File: src/rtl/line_clip_cohen_sutherland_macros.svh
// ----------------------------------------------------------------------------
// line clipper assertion macros
// concurrent checks on clk, disabled while arst_n is low
// ----------------------------------------------------------------------------
`ifndef LINE_CLIP_COHEN_SUTHERLAND_MACROS_SVH
`define LINE_CLIP_COHEN_SUTHERLAND_MACROS_SVH

// consequent must hold in the same cycle as the antecedent
`define LCS_CHECK_SAME(lbl, ante, cons, msg) \
	lbl: assert property (@(posedge clk) disable iff (!arst_n) (ante) |-> (cons)) \
		else $error(msg);

// consequent must hold in the cycle after the antecedent
`define LCS_CHECK_NEXT(lbl, ante, cons, msg) \
	lbl: assert property (@(posedge clk) disable iff (!arst_n) (ante) |=> (cons)) \
		else $error(msg);

`endif

File: src/rtl/lcs_pkg.sv
// ----------------------------------------------------------------------------
// lcs_pkg
// shared types, widths, codes and helpers of the line clipper
// ----------------------------------------------------------------------------
package lcs_pkg;

	// coordinate width, signed two's complement
	localparam int COORD_WIDTH = 16;
	// endpoint differences carry one extra bit
	localparam int DIFF_WIDTH = COORD_WIDTH + 1;
	// full width product of two difference magnitudes
	localparam int PROD_WIDTH = 2 * DIFF_WIDTH;
	// quotient bits resolved per divider cycle
	localparam int DIV_STEPS = 2;
	// clip guard
	localparam int MAX_CLIPS = 4;
	localparam int CLIP_CNT_WIDTH = $clog2(MAX_CLIPS + 1);
	localparam int CFG_IDX_WIDTH = 2;

	localparam longint COORD_MAX = (longint'(1) <<< (COORD_WIDTH - 1)) - 1;
	localparam longint COORD_MIN = -COORD_MAX - 1;
	// window reset values, saturated to the coordinate range
	localparam longint WIN_LO_RST = (COORD_MIN > -2048) ? COORD_MIN : -2048;
	localparam longint WIN_HI_RST = (COORD_MAX < 2048) ? COORD_MAX : 2048;

	// outcode bits
	localparam logic [3:0] CODE_LEFT   = 4'b0001;
	localparam logic [3:0] CODE_RIGHT  = 4'b0010;
	localparam logic [3:0] CODE_BOTTOM = 4'b0100;
	localparam logic [3:0] CODE_TOP    = 4'b1000;

	// configuration register indexes
	localparam logic [CFG_IDX_WIDTH-1:0] REG_X_MIN = 2'd0;
	localparam logic [CFG_IDX_WIDTH-1:0] REG_Y_MIN = 2'd1;
	localparam logic [CFG_IDX_WIDTH-1:0] REG_X_MAX = 2'd2;
	localparam logic [CFG_IDX_WIDTH-1:0] REG_Y_MAX = 2'd3;

	typedef logic signed [COORD_WIDTH-1:0] coord_t;

	typedef struct packed {
		coord_t ax;
		coord_t ay;
		coord_t bx;
		coord_t by;
	} lcs_in_t;

	typedef struct packed {
		logic   accepted;
		coord_t out_ax;
		coord_t out_ay;
		coord_t out_bx;
		coord_t out_by;
	} lcs_out_t;

	typedef struct packed {
		coord_t x_min;
		coord_t y_min;
		coord_t x_max;
		coord_t y_max;
	} win_t;

	// controller to datapath
	typedef struct packed {
		logic load_in;
		logic setup;
		logic div_start;
		logic update;
		logic load_out;
		logic acc;
	} cmd_t;

	// datapath to controller
	typedef struct packed {
		logic in_win;
		logic reject;
		logic div_done;
	} sts_t;

	function automatic logic [3:0] outcode(coord_t x, coord_t y, win_t w);
		logic [3:0] c;
		c = '0;
		if (x < w.x_min)
			c = c | CODE_LEFT;
		else if (x > w.x_max)
			c = c | CODE_RIGHT;
		if (y < w.y_min)
			c = c | CODE_BOTTOM;
		else if (y > w.y_max)
			c = c | CODE_TOP;
		return c;
	endfunction

endpackage

File: src/rtl/lcs_div.sv
// ----------------------------------------------------------------------------
// lcs_div
// iterative restoring divider, unsigned, DIV_STEPS quotient bits per cycle
// ----------------------------------------------------------------------------
module lcs_div (
	input  logic                              clk,
	input  logic                              arst_n,
	input  logic                              start,
	input  logic [lcs_pkg::PROD_WIDTH-1:0]    dividend,
	input  logic [lcs_pkg::DIFF_WIDTH-1:0]    divisor,
	output logic                              done,
	output logic [lcs_pkg::PROD_WIDTH-1:0]    quotient
);

	localparam int D    = lcs_pkg::DIFF_WIDTH;
	localparam int P    = lcs_pkg::PROD_WIDTH;
	localparam int ITER = P / lcs_pkg::DIV_STEPS;
	localparam int CW   = $clog2(ITER);
	localparam logic [CW-1:0] LAST = CW'(ITER - 1);

	logic          busy_q;
	logic [CW-1:0] cnt_q;
	logic [D-1:0]  rem_q;
	logic [D-1:0]  div_q;
	logic [P-1:0]  work_q;
	logic [D-1:0]  rem_n;
	logic [P-1:0]  work_n;

	// dividend bits shift out at the top, quotient bits shift in at the bottom
	always_comb begin
		logic [D:0]   r;
		logic [P-1:0] w;
		r = {1'b0, rem_q};
		w = work_q;
		for (int i = 0; i < lcs_pkg::DIV_STEPS; i++) begin
			r = {r[D-1:0], w[P-1]};
			w = {w[P-2:0], 1'b0};
			if (r >= {1'b0, div_q}) begin
				r    = r - {1'b0, div_q};
				w[0] = 1'b1;
			end
		end
		rem_n  = r[D-1:0];
		work_n = w;
	end

	always_ff @(posedge clk or negedge arst_n) begin
		if (!arst_n) begin
			busy_q <= 1'b0;
			cnt_q  <= '0;
		end else if (start) begin
			busy_q <= 1'b1;
			cnt_q  <= '0;
		end else if (busy_q) begin
			cnt_q <= cnt_q + CW'(1);
			if (cnt_q == LAST)
				busy_q <= 1'b0;
		end
	end

	always_ff @(posedge clk) begin
		if (start) begin
			work_q <= dividend;
			rem_q  <= '0;
			div_q  <= divisor;
		end else if (busy_q) begin
			work_q <= work_n;
			rem_q  <= rem_n;
		end
	end

	assign done     = busy_q && (cnt_q == LAST);
	assign quotient = work_q;

endmodule

File: src/rtl/lcs_dp.sv
// ----------------------------------------------------------------------------
// lcs_dp
// endpoint registers, outcodes, edge setup, multiplier, divider, result register
// ----------------------------------------------------------------------------
module lcs_dp (
	input  logic               clk,
	input  logic               arst_n,
	input  lcs_pkg::lcs_in_t   in_data,
	input  lcs_pkg::win_t      win,
	input  lcs_pkg::cmd_t      cmd,
	output lcs_pkg::sts_t      sts,
	output lcs_pkg::lcs_out_t  out_data
);

	localparam int W = lcs_pkg::COORD_WIDTH;
	localparam int D = lcs_pkg::DIFF_WIDTH;
	localparam int P = lcs_pkg::PROD_WIDTH;

	lcs_pkg::coord_t   x1_q, y1_q, x2_q, y2_q;
	lcs_pkg::coord_t   edge_q, base_q;
	logic              first_q, horiz_q;
	logic [D-1:0]      a_q, b_q, d_q;
	logic              neg_q, dz_q;
	lcs_pkg::lcs_out_t out_q;

	logic [3:0]        c1, c2, co;
	logic [D-1:0]      ma, mb, md;
	logic [P-1:0]      prod;
	logic              div_done;
	logic [P-1:0]      quot;
	logic              q_over;
	logic [D-1:0]      qc;
	logic [W+1:0]      qe, sq, sum;
	lcs_pkg::coord_t   clipped;

	function automatic logic [D-1:0] sx(lcs_pkg::coord_t v);
		return {v[W-1], v};
	endfunction

	function automatic logic [D-1:0] absd(logic [D-1:0] v);
		return v[D-1] ? (~v + D'(1)) : v;
	endfunction

	assign c1 = lcs_pkg::outcode(x1_q, y1_q, win);
	assign c2 = lcs_pkg::outcode(x2_q, y2_q, win);
	assign co = (c1 != 4'b0000) ? c1 : c2;

	assign sts.in_win   = (c1 == 4'b0000) && (c2 == 4'b0000);
	assign sts.reject   = (c1 & c2) != 4'b0000;
	assign sts.div_done = div_done;

	// magnitudes and full width product
	assign ma   = absd(a_q);
	assign mb   = absd(b_q);
	assign md   = absd(d_q);
	assign prod = P'(ma) * P'(mb);

	lcs_div u_div (
		.clk      (clk),
		.arst_n   (arst_n),
		.start    (cmd.div_start),
		.dividend (prod),
		.divisor  (md),
		.done     (div_done),
		.quotient (quot)
	);

	// clamp quotient magnitude at 2^W, anything beyond saturates the same way
	assign q_over = (|quot[P-1:W+1]) || (quot[W] && (|quot[W-1:0]));
	assign qc     = q_over ? {1'b1, {W{1'b0}}} : quot[W:0];
	assign qe     = dz_q ? '0 : {1'b0, qc};
	assign sq     = neg_q ? (~qe + (W+2)'(1)) : qe;
	assign sum    = {{2{base_q[W-1]}}, base_q} + sq;

	always_comb begin
		if (sum[W+1:W-1] == 3'b000 || sum[W+1:W-1] == 3'b111)
			clipped = sum[W-1:0];
		else if (sum[W+1])
			clipped = {1'b1, {(W-1){1'b0}}};
		else
			clipped = {1'b0, {(W-1){1'b1}}};
	end

	always_ff @(posedge clk) begin
		if (cmd.load_in) begin
			x1_q <= in_data.ax;
			y1_q <= in_data.ay;
			x2_q <= in_data.bx;
			y2_q <= in_data.by;
		end else if (cmd.update) begin
			if (first_q) begin
				x1_q <= horiz_q ? clipped : edge_q;
				y1_q <= horiz_q ? edge_q : clipped;
			end else begin
				x2_q <= horiz_q ? clipped : edge_q;
				y2_q <= horiz_q ? edge_q : clipped;
			end
		end

		// edge choice: top, bottom, right, left
		if (cmd.setup) begin
			first_q <= (c1 != 4'b0000);
			if ((co & lcs_pkg::CODE_TOP) != 4'b0000) begin
				horiz_q <= 1'b1;
				edge_q  <= win.y_max;
				base_q  <= x1_q;
				a_q     <= sx(x2_q) - sx(x1_q);
				b_q     <= sx(win.y_max) - sx(y1_q);
				d_q     <= sx(y2_q) - sx(y1_q);
			end else if ((co & lcs_pkg::CODE_BOTTOM) != 4'b0000) begin
				horiz_q <= 1'b1;
				edge_q  <= win.y_min;
				base_q  <= x1_q;
				a_q     <= sx(x2_q) - sx(x1_q);
				b_q     <= sx(win.y_min) - sx(y1_q);
				d_q     <= sx(y2_q) - sx(y1_q);
			end else if ((co & lcs_pkg::CODE_RIGHT) != 4'b0000) begin
				horiz_q <= 1'b0;
				edge_q  <= win.x_max;
				base_q  <= y1_q;
				a_q     <= sx(y2_q) - sx(y1_q);
				b_q     <= sx(win.x_max) - sx(x1_q);
				d_q     <= sx(x2_q) - sx(x1_q);
			end else begin
				horiz_q <= 1'b0;
				edge_q  <= win.x_min;
				base_q  <= y1_q;
				a_q     <= sx(y2_q) - sx(y1_q);
				b_q     <= sx(win.x_min) - sx(x1_q);
				d_q     <= sx(x2_q) - sx(x1_q);
			end
		end

		if (cmd.div_start) begin
			neg_q <= a_q[D-1] ^ b_q[D-1] ^ d_q[D-1];
			dz_q  <= (d_q == '0);
		end

		if (cmd.load_out) begin
			out_q.accepted <= cmd.acc;
			out_q.out_ax   <= cmd.acc ? x1_q : '0;
			out_q.out_ay   <= cmd.acc ? y1_q : '0;
			out_q.out_bx   <= cmd.acc ? x2_q : '0;
			out_q.out_by   <= cmd.acc ? y2_q : '0;
		end
	end

	assign out_data = out_q;

endmodule

File: src/rtl/lcs_ctrl.sv
// ----------------------------------------------------------------------------
// lcs_ctrl
// sequencer: trivial tests, clip iterations, result handoff
// ----------------------------------------------------------------------------
module lcs_ctrl (
	input  logic          clk,
	input  logic          arst_n,
	input  logic          in_valid,
	output logic          in_stall,
	output logic          out_valid,
	input  logic          out_stall,
	input  lcs_pkg::sts_t sts,
	output lcs_pkg::cmd_t cmd
);

	localparam int CNW = lcs_pkg::CLIP_CNT_WIDTH;
	localparam logic [CNW-1:0] CLIP_LIMIT = CNW'(lcs_pkg::MAX_CLIPS);

	typedef enum logic [2:0] {
		ST_IDLE,
		ST_EVAL,
		ST_MUL,
		ST_DIV,
		ST_UPDATE,
		ST_DONE
	} state_t;

	state_t         state_q;
	logic [CNW-1:0] clips_q;
	logic           acc_q;
	logic           out_valid_q;
	logic           give_out;
	logic           do_clip;

	assign give_out = (state_q == ST_DONE) && (!out_valid_q || !out_stall);
	assign do_clip  = (state_q == ST_EVAL) && !sts.in_win && !sts.reject
		&& (clips_q != CLIP_LIMIT);

	always_comb begin
		cmd.load_in   = (state_q == ST_IDLE) && in_valid;
		cmd.setup     = do_clip;
		cmd.div_start = (state_q == ST_MUL);
		cmd.update    = (state_q == ST_UPDATE);
		cmd.load_out  = give_out;
		cmd.acc       = acc_q;
	end

	always_ff @(posedge clk or negedge arst_n) begin
		if (!arst_n) begin
			state_q     <= ST_IDLE;
			clips_q     <= '0;
			acc_q       <= 1'b0;
			out_valid_q <= 1'b0;
		end else begin
			if (give_out)
				out_valid_q <= 1'b1;
			else if (!out_stall)
				out_valid_q <= 1'b0;

			case (state_q)
				ST_IDLE: begin
					if (in_valid) begin
						clips_q <= '0;
						state_q <= ST_EVAL;
					end
				end
				ST_EVAL: begin
					if (sts.in_win) begin
						acc_q   <= 1'b1;
						state_q <= ST_DONE;
					end else if (!do_clip) begin
						acc_q   <= 1'b0;
						state_q <= ST_DONE;
					end else begin
						clips_q <= clips_q + CNW'(1);
						state_q <= ST_MUL;
					end
				end
				ST_MUL: begin
					state_q <= ST_DIV;
				end
				ST_DIV: begin
					if (sts.div_done)
						state_q <= ST_UPDATE;
				end
				ST_UPDATE: begin
					state_q <= ST_EVAL;
				end
				ST_DONE: begin
					if (give_out)
						state_q <= ST_IDLE;
				end
				default: begin
					state_q <= ST_IDLE;
				end
			endcase
		end
	end

	assign in_stall  = (state_q != ST_IDLE);
	assign out_valid = out_valid_q;

endmodule

File: src/rtl/line_clip_cohen_sutherland.sv
// ----------------------------------------------------------------------------
// line_clip_cohen_sutherland: segment clipper against a window in registers
// up to 4 clips per segment (MAX_CLIPS); the divider computes the intersection of each clip
// one segment at a time: the input stays stalled until the result moves to its register
// async active-low reset: idle, no result pending, window at +-2048 saturated
// ----------------------------------------------------------------------------
`include "line_clip_cohen_sutherland_macros.svh"

module line_clip_cohen_sutherland (
	input  logic                                   clk,
	input  logic                                   arst_n,
	// segment input channel
	input  logic                                   in_valid,
	output logic                                   in_stall,
	input  lcs_pkg::lcs_in_t                       in_data,
	// result channel
	output logic                                   out_valid,
	input  logic                                   out_stall,
	output lcs_pkg::lcs_out_t                      out_data,
	// window register writes
	input  logic                                   cfg_we,
	input  logic [lcs_pkg::CFG_IDX_WIDTH-1:0]      cfg_index,
	input  lcs_pkg::coord_t                        cfg_data
);

	localparam int W = lcs_pkg::COORD_WIDTH;

	// window registers
	lcs_pkg::win_t win_q;

	// controller <-> datapath
	lcs_pkg::cmd_t cmd;
	lcs_pkg::sts_t sts;

	// window writes land directly, no read-back path
	always_ff @(posedge clk or negedge arst_n) begin
		if (!arst_n) begin
			win_q.x_min <= W'(lcs_pkg::WIN_LO_RST);
			win_q.y_min <= W'(lcs_pkg::WIN_LO_RST);
			win_q.x_max <= W'(lcs_pkg::WIN_HI_RST);
			win_q.y_max <= W'(lcs_pkg::WIN_HI_RST);
		end else if (cfg_we) begin
			case (cfg_index)
				lcs_pkg::REG_X_MIN: win_q.x_min <= cfg_data;
				lcs_pkg::REG_Y_MIN: win_q.y_min <= cfg_data;
				lcs_pkg::REG_X_MAX: win_q.x_max <= cfg_data;
				lcs_pkg::REG_Y_MAX: win_q.y_max <= cfg_data;
				default: begin
				end
			endcase
		end
	end

	// sequencer: evaluate codes, then per clip setup, multiply, divide, update;
	// the result waits in its own register so the next segment can enter
	lcs_ctrl u_ctrl (
		.clk       (clk),
		.arst_n    (arst_n),
		.in_valid  (in_valid),
		.in_stall  (in_stall),
		.out_valid (out_valid),
		.out_stall (out_stall),
		.sts       (sts),
		.cmd       (cmd)
	);

	// endpoints, outcodes, intersection arithmetic and result register
	lcs_dp u_dp (
		.clk      (clk),
		.arst_n   (arst_n),
		.in_data  (in_data),
		.win      (win_q),
		.cmd      (cmd),
		.sts      (sts),
		.out_data (out_data)
	);

	// a taken segment keeps the input side stalled while it is worked on
	`LCS_CHECK_NEXT(a_busy_after_take, in_valid && !in_stall, in_stall, "input not stalled after a transaction")

	// rejected segments carry zero endpoints
	`LCS_CHECK_SAME(a_reject_zero, out_valid && !out_data.accepted, out_data.out_ax == '0 && out_data.out_ay == '0 && out_data.out_bx == '0 && out_data.out_by == '0, "rejected result with nonzero endpoints")

	// a fresh result only appears after the block was busy with a segment
	`LCS_CHECK_SAME(a_result_after_work, $rose(out_valid), $past(in_stall), "result appeared without a segment in work")

endmodule

File: config.mk
export PLATFORM = sky130hd
export DESIGN_NAME = line_clip_cohen_sutherland
export DESIGN_NICKNAME = d
export VERILOG_FILES = /design/src/rtl/lcs_pkg.sv /design/src/rtl/lcs_div.sv /design/src/rtl/lcs_dp.sv /design/src/rtl/lcs_ctrl.sv /design/src/rtl/line_clip_cohen_sutherland.sv
export VERILOG_INCLUDE_DIRS = /design/src /design/src/rtl
export SDC_FILE = /design/constraint.sdc
export NUM_CORES = 2
export LEC_CHECK = 0
export BUFFER_PORTS_ARGS = -buffer_cell sky130_fd_sc_hd__buf_2
export CELL_PAD_IN_SITES_DETAIL_PLACEMENT = 0
export CELL_PAD_IN_SITES_GLOBAL_PLACEMENT = 1
export CORE_ASPECT_RATIO = 1.4
export CORE_MARGIN = 2
export CORE_UTILIZATION = 40
export DETAILED_ROUTE_END_ITERATION = 7
export GPL_TIMING_DRIVEN = 0
export PLACE_DENSITY_LB_ADDON = 0.1
export SLEW_MARGIN = 20
export SYNTH_ARGS = -nofsm -noshare
export SYNTH_HDL_FRONTEND = slang
export SYNTH_SLANG_ARGS = --single-unit
File: constraint.sdc
create_clock -name clk -period 21.9 [get_ports clk]
set_input_delay 2.19 -clock clk [delete_from_list [all_inputs] [get_ports clk]]
set_output_delay 2.19 -clock clk [all_outputs]
set_load 0.05 [all_outputs]
==> Word-level counts from Yosys, hierarchy flattened <==
Cells that the tools add are included.
W data, S select, Z words.
{ "word_totals": {"rom_bits": 0, "n_memories": 0, "mem_bits_rw": 0, "latch_bits": 0, "regBits": 362} }
{ "classes": {"shifts": 0, "div_mod_pow": 0, "magnitude_cmp": 10, "add_sub_neg": 15, "mul": 1, "reduce_logical": 39, "n_bitwise": 7, "eq_ne": 19, "n_mux": 69} }
{ "op_table": {"columns": ["cell", "n"], "rows": [
  ["$mux W16", 22],
  ["$mux W17", 13],
  ["$sub A16 B16 Y17", 6],
  ["$mux W34", 2],
  ["$gt A16 B16 Y1", 4],
  ["$lt A16 B16 Y1", 4],
  ["$add A17 B1 Y17 const B", 3],
  ["$not A17 Y17", 3],
  ["$ge A18 B17 Y1", 2],
  ["$mul A17 B17 Y34", 1],
  ["$sub A17 B17 Y17", 2],
  ["$mux W3", 8],
  ["$mux W4", 6],
  ["$add A18 B1 Y18 const B", 1],
  ["$add A18 B18 Y18", 1],
  ["$mux W18", 1],
  ["$not A18 Y18", 1],
  ["$pmux W3 S6", 1],
  ["$logic_not A17 Y1", 1],
  ["$reduce_or A17 Y1", 1],
  ["$reduce_or A16 Y1", 1],
  ["$reduce_and A2 Y1", 7],
  ["$mux W1", 10],
  ["$mux W5", 2],
  ["other kinds (26)", 57]
]} }

==> Logic depth before layout (Yosys ltp) <==
{ "depth": {"ltp_word": 16, "ltp_mapped": 32} }

==> By module <==
Synthesis repeated with hierarchy kept, for this count alone.
{ "unflattened": {"hier_cells": 3707, "area_unflattened_um2": 35027.3} }
{ "modules_own_cells": {"columns": ["mod", "instances", "area_each_um2", "cells_per_inst", "seq_area_each_um2"], "rows": [
  ["lcs_dp", 1, 27134.8, 3045, 6486.2],
  ["lcs_div", 1, 4928.5, 466, 2021.9],
  ["line_clip_cohen_sutherland", 1, 2426.1, 136, 1616.6],
  ["lcs_ctrl", 1, 538.0, 60, 200.2]
]} }

==> Worst setup path before layout <==
Ideal clock, no wire load.
{ "synth_path": {"kind": "input-to-reg", "from": "input in_valid", "to": "register u_dp.x2_q[0], enable pin", "setup_slack_ps": 13952, "t_required_ps": 21306, "n_path_buf": 0, "setup_time_ps": 594, "stages": 2, "arrival_time_ps": 7353, "cell_sequence": "nor2_1 -> a2111oi_0"} }
{ "synth_between": {"elab_chain_cells": 3, "word_cells_on_any_way": 4} }
{ "synth_lines": {"columns": ["element", "line_no", "rtl"], "rows": [
  ["start, declared", "line_clip_cohen_sutherland.sv:13", "input logic in_valid,"],
  ["$logic_and A1 B1 Y1 *", "lcs_ctrl.sv:40", "cmd.load_in = (state_q == ST_IDLE) && in_valid;"],
  ["$ne A2 B2 Y1 (no line) / $reduce_bool A2 Y1 (equally long branches)", null, null],
  ["$reduce_and A2 Y1 (no line) *", null, null],
  ["end signal, assigned", "lcs_dp.sv:88", "x2_q <= in_data.bx;"],
  ["end signal, assigned", "lcs_dp.sv:95", "x2_q <= horiz_q ? clipped : edge_q;"],
  ["end, declared", "lcs_dp.sv:19", "lcs_pkg::coord_t x1_q, y1_q, x2_q, y2_q;"]
]} }
Mark *: on every way between the ends. The rest lies on a longest branch, timed or not.
A chain may end at the register's enable or synchronous reset.

==> Worst setup path in the final report <==
{ "layout_path": {"from": "register u_dp.a_q[0]", "to": "register u_dp.u_div.work_q[33], in the netlist u_dp.u_div.quotient[33], data pin"} }
{ "layout_between": {"elab_chain_cells": 5} }
{ "layout_lines": {"columns": ["element", "line_no", "rtl"], "rows": [
  ["start, declared", "lcs_dp.sv:22", "logic [D-1:0] a_q, b_q, d_q;"],
  ["start signal, assigned", "lcs_dp.sv:107", "a_q <= sx(x2_q) - sx(x1_q);"],
  ["start signal, assigned", "lcs_dp.sv:114", "a_q <= sx(x2_q) - sx(x1_q);"],
  ["start signal, assigned", "lcs_dp.sv:121", "a_q <= sx(y2_q) - sx(y1_q);"],
  ["$not A17 Y17", "lcs_dp.sv:41", "return v[D-1] ? (~v + D'(1)) : v;"],
  ["$add A17 B1 Y17", "lcs_dp.sv:41", null],
  ["$mux W17 *", "lcs_dp.sv:41", null],
  ["$mul A17 B17 Y34 *", "lcs_dp.sv:56", "assign prod = P'(ma) * P'(mb);"],
  ["$mux W34 *", "lcs_div.sv:62", "if (start) begin"],
  ["end signal, assigned", "lcs_div.sv:63", "work_q <= dividend;"],
  ["end signal, assigned", "lcs_div.sv:67", "work_q <= work_n;"],
  ["end, declared", "lcs_div.sv:25", "logic [P-1:0] work_q;"]
]} }
Marked as above.

==> summary.md <==
| Metric | Value |
|---|---|
| Run status | `finished clean` |
| Post-synth ARST share | `21.55%` |
| Post-synthesis cell type count | `89` |
| Fillcell total | `between 8000 and 9000` |
| Fin Clk Skew | `0.03227 ns` |
| Vias | `27690` |
| Reg area | `10320 um^2` |
| Crit path DAT | `9.68 ns` |
| Die height | `approximately 350 um` |
| Die area | `a little under 90000 um^2` |
| Post-DP HPWL | `104300 um` |
| Mean post-synth cell area | `approximately 9.4 um^2` |
| Layout cells sized above 1 | `a little over a tenth` |
| CTS tree | `done` |
| CP Capture Type | `register` |
| Initial DRC Count | `1651` |
| Relative slew slack | `21.34%` |
| Synth top area share | `between 20% and 30%` |
| Crit path launch type | `register` |
| Synth Instances | `3618` |
| ANT nets after route | `0` |
| Drt wl/cell | `25.49 um` |
| Clock buffers created by TritonCTS | `43` |
| CTS-repair resized insts | `0` |
| Max Cap Violations | `0` |
| Clock-pin slew on the worst setup and hold paths | `about 0.06 ns` |
| H-tree Lvls | `2` |
| I/O pin cnt | `154` |
| Largest net degree at the start of global routing | `57` |
| FF-to-FF setup slack | `12.55 ns` |
| Primary FF master, synth | `edfxtp_1` |
| Clock buffer depth | `3` |
| Hold_buf cts | `0` |
| Drt pass-1 iters | `5` |
| WL final | `126400 um` |
| Max Slew Vio Count | `0` |
| Core Footprint | `84500 um^2` |
| Setup tns final | `0 ns` |
| First-pass GRT wire length | `184600 um` |
| WP data required | `22.23 ns` |
| Clock Latency Late Sink | `roughly 0.62 ns` |
| GRT Total Usage | `between 20% and 30%` |
| IO buf count | `153` |
| Final min period | `between 9 and 10 ns` |
| Via/cell ratio | `5.586` |
| Residual DRC | `0` |
| Final cycle utilization of the critical path | `a little over two fifths` |
| Max FO, Critical Path | `10` |
| Fmax achieved | `roughly 110 MHz` |
| Syn-to-layout area delta | `11.78%` |
| # clock sinks | `362` |
| Antenna Cells | `0` |
| FF+latch count, synth | `362` |
| Worst slew pin tran | `1.180 ns` |
| Crit Path Category | `register to register` |
| Initial antenna violation count | `0` |
| Site row count | `126` |
| HP Class | `register to register` |
| Clock root cell | `clkbuf_16` |
| Global route overflow | `0` |
| Area leader, netlist | `edfxtp_1` |
| # nets final | `4480` |
| Setup violations, final | `0` |
| Setup repair bufs after CTS | `0` |
| Synth area leaders | `edfxtp_1 (23%), fa_1 (14%), ha_1 (12%), inv_1 (4.9%), dfrtp_1 (4.8%)` |
| Sequential share of the synthesized area | `30.20%` |
| Mapped Nets | `4264` |
| Vias in the first global route | `between 20000 and 30000` |
| GP Congestion | `0.9481` |
| Final hold violation count | `0` |
| Multi-input logic area | `21900 um^2` |
| Starting Density | `40.45%` |
| Yosys warns | `0` |
| Die Wd | `251.1 um` |
| Cell Area, Synth | `between 30000 and 40000 um^2` |
| RSZ-0062 raised after global routing | `no` |
| Post-synth EDFFs | `267` |
==> critical path, cell delays in order, from the launching register on <==
cell      delay, ns
edfxtp_1       0.34
clkbuf_1       0.64
inv_2          0.33
ha_1           0.36
nand2b_1       0.20
xnor2_1        0.51
clkbuf_1       0.62
nand2_1        0.18
fa_1           0.57
inv_1          0.06
fa_1           0.47
ha_1           0.25
fa_1           0.54
inv_1          0.05
fa_1           0.54
inv_1          0.08
fa_1           0.50
ha_1           0.25
or4_1          0.49
o21ai_0        0.34
o21ai_0        0.29
a31o_2         0.32
o21ai_0        0.32
o21ai_0        0.18
o41ai_1        0.33
xnor2_1        0.18
o21ai_0        0.12
==> layout make-up <==
class	count	share of cell area, %
Clock buffer	52	2.957
Inverter	450	4.427
Clock inverter	28	0.8382
Multi-Input combinational cell	2695	57.33
Buffer	111	1.208
Timing Repair Buffer	171	2.662
Tap cell	1088	3.563
Sequential cell	362	27.02
==> layout by cell type, fill, tap and decap left out, drive strengths merged, types with 40 or more instances in the layout <==
cell	count
clkbuf	148
fa	233
edfxtp	267
a21o	61
nor3	40
and2	51
o21ai	216
xnor2	135
mux2	79
a211oi	55
inv	454
nand3	43
dfrtp	66
nand2	361
ha	326
xor2	82
buf	186
nand2b	41
o22ai	52
a21oi	157
nor2	322
==> logic make-up (layout without fill, tap and decap cells) <==
logic type,Yosys count,after routing,synth area share [%]
AND/OR/NAND/NOR,1019,1019,13.67
AO/OA/AOI/OAI,797,797,15.37
buffers and inverters,561,812,6.288
adder cells (fa/ha/maj),559,559,25.58
flip-flops,362,362,30.20
XOR/XNOR,217,217,5.582
multiplexers,103,103,3.305
==> stage by stage <==
stage / instances / utilization (%) / area (um^2) / worst slack (ns) / hold WS, ns
floorplan: 3618 / - / 34180 / 13.95 / 0.4732
global placement: 4859 / 42.97 / 36310 / 9.635 / 0.4971
detailed placement: 4877 / 43.46 / 36730 / 12.52 / 0.4942
CTS: 4957 / 45.18 / 38180 / 12.51 / 0.5046
global route: 4957 / 45.22 / 38210 / 12.07 / 0.5215
finish: 4957 / 45.22 / 38210 / 12.55 / 0.5083
==> flip-flops by register name, indices dropped and copies added, names as in the netlist, 3 cells and up <==
register and count:
u_dp.x1_q 16, u_dp.d_q 17, u_dp.edge_q 16, u_ctrl.clips_q 3
u_dp.u_div.cnt_q 5, win_q 64, u_dp.out_data 65, u_dp.u_div.quotient 34
u_dp.x2_q 16, u_dp.u_div.div_q 17, u_dp.base_q 16, u_dp.y1_q 16
u_dp.b_q 17, u_dp.y2_q 16, u_dp.u_div.rem_q 17, u_ctrl.state_q 3
u_dp.a_q 17
==> synth_stat cells, drive strengths merged (43+ instances only) <==
| library cell | number |
|---|---|
| a211oi | 55 |
| a21o | 61 |
| a21oi | 157 |
| and2 | 51 |
| clkbuf | 96 |
| dfrtp | 66 |
| edfxtp | 267 |
| fa | 233 |
| ha | 326 |
| inv | 449 |
| mux2 | 79 |
| nand2 | 361 |
| nand3 | 43 |
| nor2 | 322 |
| o21ai | 216 |
| o22ai | 52 |
| xnor2 | 135 |
| xor2 | 82 |
==> worst paths after layout <==
kind                                           start                 endpoint  cells past startpoint
max in group asynchronous                     arst_n        u_dp.u_div.busy_q                      2
worst max register to register           u_dp.a_q[0]  u_dp.u_div.quotient[33]                     26
worst max-delay path                     u_dp.a_q[0]  u_dp.u_div.quotient[33]                     26
worst min-delay path            u_dp.u_div.rem_q[16]     u_dp.u_div.rem_q[16]                      2
min in group asynchronous                     arst_n                win_q[41]                      1
worst min register to register  u_dp.u_div.rem_q[16]     u_dp.u_div.rem_q[16]                      2
==> metal layers <==
layer  GRT usage (%)  wire length (um)  up-vias
met5               0                 0        -
met4           20.29             10690        0
met3           2.968              4914      281
met2           51.08             62670      778
met1           32.25             48080    13620
li1                -                 -    13010
Power is left out: the tool's default activity adds up to more than one toggle a clock period on the data nets, which glitch-free logic cannot reach.
